$ cat config.mk
export PLATFORM = sky130hd
export DESIGN_NAME = rtwm_div_cell
export DESIGN_NICKNAME = d
export VERILOG_FILES = /design/src/rtwm_pkg.sv /design/src/rtwm_div_cell.sv
export SDC_FILE = /design/constraint.sdc
export NUM_CORES = 1
export LEC_CHECK = 0
export ABC_AREA = 0
export BUFFER_PORTS_ARGS = -buffer_cell sky130_fd_sc_hd__buf_2
export CORE_ASPECT_RATIO = 0.8
export CORE_MARGIN = 5
export CORE_UTILIZATION = 45
export CTS_CLUSTER_SIZE = 24
export DETAILED_ROUTE_END_ITERATION = 7
export PLACE_DENSITY_LB_ADDON = 0.12
export RECOVER_POWER = 50
export SLEW_MARGIN = 20
export SYNTH_ARGS = -nofsm -noshare
export SYNTH_HDL_FRONTEND = slang
export SYNTH_SLANG_ARGS = --single-unit
$ cat constraint.sdc
create_clock -name clock -period 2.77 [get_ports clock]
set_input_delay 0.4155 -clock clock [delete_from_list [all_inputs] [get_ports clock]]
set_output_delay 0.4155 -clock clock [all_outputs]
set_load 0.1 [all_outputs]
$ cat src/rtwm_pkg.sv
// Shared constants, types and state codes of the thresholded window mean filter.
package rtwm_pkg;

   localparam int MAX_WIDTH   = 1024;
   localparam int MAX_RADIUS  = 5;
   localparam int STORE_ROWS  = 12;

   localparam int COL_W       = $clog2(MAX_WIDTH);
   localparam int SLOT_W      = $clog2(STORE_ROWS);
   localparam int ADDR_W      = SLOT_W + COL_W;
   localparam int STORE_DEPTH = STORE_ROWS * MAX_WIDTH;

   localparam int R_LIM   = (MAX_RADIUS < (STORE_ROWS - 2) / 2) ?
                            MAX_RADIUS : (STORE_ROWS - 2) / 2;
   localparam int WIN_MAX = (2 * R_LIM + 1) * (2 * R_LIM + 1);
   localparam int SUM_W   = $clog2(WIN_MAX * 255 + 1);
   localparam int CNT_W   = $clog2(WIN_MAX + 1);
   localparam int QUO_W   = 8;

   localparam int CSR_IDX_W  = 2;
   localparam int CSR_DATA_W = 16;

   typedef enum logic [CSR_IDX_W-1:0] {
      CSR_WIDTH     = 2'd0,
      CSR_HEIGHT    = 2'd1,
      CSR_RADIUS    = 2'd2,
      CSR_THRESHOLD = 2'd3
   } csr_idx_type;

   typedef enum logic [2:0] {
      ST_IDLE,
      ST_CENTRE,
      ST_WIN,
      ST_FLUSH,
      ST_EMIT
   } state_type;

   // word passed from one divider cell to the next
   typedef struct packed {
      logic             vld;
      logic [SUM_W-1:0] rem;
      logic [SUM_W-1:0] dvs;
      logic [CNT_W-1:0] cnt;
      logic [QUO_W-1:0] quo;
   } div_word_type;

endpackage

$ cat src/rtwm_div_cell.sv
// One restoring division step: produces one quotient bit and passes the word on.
module rtwm_div_cell import rtwm_pkg::*; (
   input  logic         clock,
   input  logic         reset,
   input  div_word_type d_i,
   output div_word_type d_o
);

   div_word_type word_ff, word_in;

   always_comb begin
      word_in     = d_i;
      word_in.dvs = d_i.dvs >> 1;
      if (d_i.rem >= d_i.dvs) begin
         word_in.rem = d_i.rem - d_i.dvs;
         word_in.quo = {d_i.quo[QUO_W-2:0], 1'b1};
      end else begin
         word_in.quo = {d_i.quo[QUO_W-2:0], 1'b0};
      end
   end

   always_ff @(posedge clock) begin
      if (reset) begin
         word_ff.vld <= 1'b0;
      end else begin
         word_ff.vld <= word_in.vld;
      end
      word_ff.rem <= word_in.rem;
      word_ff.dvs <= word_in.dvs;
      word_ff.cnt <= word_in.cnt;
      word_ff.quo <= word_in.quo;
   end

   assign d_o = word_ff;

endmodule

==> results.md <==
Outcome:
- The run finished with clean final reports.

Drt:
- In the final routed layout, each cell accounts on average for 12.3 µm.
- The number of DRC violations after detailed-routing iteration 0 is 61.
- For this block, the routed nets add up to 4440 µm of wire.
- The number of vias per cell after detailed routing is 4.84.
- The via total after detailed routing is 1751.
- The count of nets left with antenna violations once routing finished came out at 0.
- In the routed design, unresolved DRC markers number 0.
- The number of iterations in the first detailed-routing pass is 4.

Synth:
- After synthesis the netlist holds a flip-flop and latch count of 45.
- The number of standard cells after synthesis is 197.
- Among all cell types in the netlist, the one instantiated most often is dfxtp_1.
- The share of the Yosys chip area taken by registers is 0.433.
- Sorting the synthesized cells by area gives the leading types as dfxtp_1 (43%), ha_1 (9.6%), mux2_4 (5.8%).
- The number of different library cells used by synthesis comes to 50.
- For this run, the number of Yosys warnings is 0.
- The commonest cells after synthesis are dfxtp_1 (45), inv_1 (17), ha_1 (16), nor2_1 (11), a21oi_1 (9).
- The dominant cell type by area after synthesis is dfxtp_1.
- After synthesis, the share of flip-flops with an asynchronous set or reset is 0.
- After synthesis, the mean cell area works out to 10.6 µm².
- The most used flip-flop cell after synthesis is dfxtp_1.
- The number of nets handed over by synthesis was 262.
- The share of the synthesized area in the top cell type is 0.433.
- In this run, synthesis inferred 0 flip-flops with an integrated enable.
- The cell area after synthesis is 2080 µm².

Finish:
- After filler insertion, the fill cell instance count of the layout stands at 414.
- In the final design database the tool counted 366 nets.
- In the final layout, flip-flops and latches occupy 901 µm².
- The fraction of layout cells with a size suffix above 1 is 0.364.
- The area added between synthesis and finish is 32.9%.
- The flip-flop count of the largest register, all copies and words added is 45.
- Summing all multi-input logic gate instances after layout gives 1060 µm².
- The number of diodes added for antenna fixing is 0.

Clock network:
- The longest clock path from root to sink contains 2 buffers.
- The clock-pin slew on the worst setup and hold paths is 0.09 ns.
- CTS placed an instance of clkbuf_8 at the clock tree root.
- The clock net in this run drives a total of 45 sinks.
- The number of setup buffers added after CTS is 0.
- The number of buffers inserted by hold repair at cts is 0.
- The clock tree from TritonCTS is done.
- After clock tree synthesis, the repair step resized 0 gates.
- The clock buffer count from CTS is 5.
- In this run the number of H-tree levels came out at 2.

Global routing:
- The number of global-route vias before repair came to 1735.
- The global-route wire length before repair is 7370 µm.
- In the global route stage, overall resource usage came out at 0.150.
- The total congestion overflow is 0.
- The initial antenna violation count came to 0.
- Entering global routing, the biggest net connects 16 pins.

Worst setup path:
- The maximum fanout along the worst path is 15.
- The nature of the critical path endpoint is a flip-flop.
- For the worst setup path, the data arrival time is 2.64 ns.
- By startpoint and endpoint, the worst setup path is classified as in2reg.
- The worst endpoint required time is 2.97 ns.
- STA classifies the critical path startpoint as a primary input.

Power and ir drop:
- The part of the power in registers is 0.332.
- Of the total power, the clock network draws 0.270.
- The areal power density over the cells is 789 nW/µm².
- The cell internal power dissipation is 1.29 mW.
- The switching component of the power is 0.898 mW.
- Of the total power, the share spent switching nets is 0.411.
- The share of total power in combinational logic is 0.398.
- IR analysis of the VDD net gives a maximum drop of 0.000376 V.
- The design draws 2.18 mW.
- The analysis attributes to cell leakage a power of 1.36 nW.

STA:
- The transition time at the pin with the least slew margin is 1.19 ns.
- The worst pin sits at a relative slew slack of 0.208.
- In the finished design, the share of the clock period the worst path needs comes to 0.880.
- The total count of max-transition violations in the final report is 0.
- Setup repair after global routing left no endpoint under its margin.
- The number of endpoints failing setup at the final stage is 0.
- The hold violation count in the final report is 0.
- The clock period could shrink to 2.44 ns.
- For the final routed database, the setup TNS stands at 0 ns.
- For this run, the top clock speed supported by timing is 0.410 GHz.
- The tightest hold path in the finished design has a slack of 0.215 ns.

Floorplan:
- The die is 86.1 µm wide.
- The starting density of the core is 0.458.
- 94 I/O pins were placed.
- The floorplan has 22 rows.
- The height of the chip is 70.8 µm.
- In this run the standard cell core region covers 4540 µm².
- The die covers 6100 µm².

Placement:
- At the end of routability-driven placement, the weighted congestion stood at 0.827.
- The detailed placer's ending HPWL is 3550 µm.
- The number of port buffers is 91.

Hold path:
- The worst hold path terminates at d_o[3].
- The number of cells traversed by the worst hold path is 1.
- In this run the most critical hold path is launched from d_i[2].
- The path class of the lowest-slack min-delay path is in2reg.

Job:
- The tool flagged a number of max-cap violations equal to 0.
-- cell type report --
class	count	share of cell area
Tap cell	60	0.0271
Inverter	17	0.0231
Timing Repair Buffer	105	0.192
Multi-Input combinational cell	127	0.382
Clock inverter	3	0.0249
Clock buffer	5	0.0249
Sequential cell	45	0.325
-- stage by stage --
stage          worst slack, ns  instance area, µm²   util  cells
6_report                 0.331                2770  0.609    362
5_1_grt                  0.187                2770  0.609    362
4_1_cts                  0.332                2800  0.616    362
3_5_place_dp           0.00695                2660  0.585    354
3_3_place_gp            0.0247                2660  0.585    354
2_1_floorplan            0.328                2080      -    197
-- placed cells by master, fill, tap and decap left out, drive strengths merged, types with 4 or more instances in the layout --
master / synthesis / layout
o21ai: 6 / 6
dfxtp: 45 / 45
xnor2: 5 / 5
clkbuf: 4 / 28
a211oi: 5 / 5
ha: 16 / 16
nand3: 7 / 7
nor3: 5 / 5
nor2: 11 / 11
nand2: 6 / 6
inv: 17 / 18
a21oi: 9 / 9
buf: 3 / 82
a21o: 4 / 4
mux2: 13 / 13
-- power groups by stage --
stage	Clock (mW)	Sequential (mW)	Combinational, mW
floorplan	0	1.21	0.252
global placement	0	0.737	0.876
detailed placement	0	0.740	0.881
CTS	0.607	0.724	0.883
global route	0.636	0.732	0.918
finish	0.589	0.724	0.870
-- critical path: stages --
cell	delay (ns)
clkbuf_1	0.10
inv_1	0.05
ha_1	0.40
and4_2	0.27
o211a_1	0.15
o31a_4	0.15
a41oi_4	0.13
o21ai_4	0.55
mux2_2	0.40
-- metal layers --
metal	vias to the layer above	track usage	part of all wire
li1	897	-	-
met1	785	0.190	0.45
met2	67	0.243	0.47
met3	2	0.0431	0.081
met4	0	0.0527	0.0043
met5	-	0	0
-- worst max-delay path by stage --
stage,from,depth (start not counted),endpoint
2_1_floorplan,d_i[30],10,d_o[42]
3_3_place_gp,d_i[22],9,d_o[44]
3_5_place_dp,d_i[21],9,d_o[44]
4_1_cts,d_i[22],9,d_o[44]
5_1_grt,d_i[21],9,d_o[44]
6_report,d_i[21],9,d_o[32]
-- kinds of logic (layout without fill, tap and decap cells) --
| kind of cell | after synthesis | after routing | share of synthesized area |
|---|---|---|---|
| xor+xnor | 8 | 8 | 0.0337 |
| mux | 15 | 15 | 0.0944 |
| other cells | 1 | 1 | 0.00180 |
| compound gates | 40 | 40 | 0.152 |
| simple gates | 46 | 46 | 0.121 |
| fa+ha+maj | 17 | 17 | 0.106 |
| flops | 45 | 45 | 0.433 |
| buf+inv | 25 | 130 | 0.0589 |
Power figures use the tool's default switching activity.
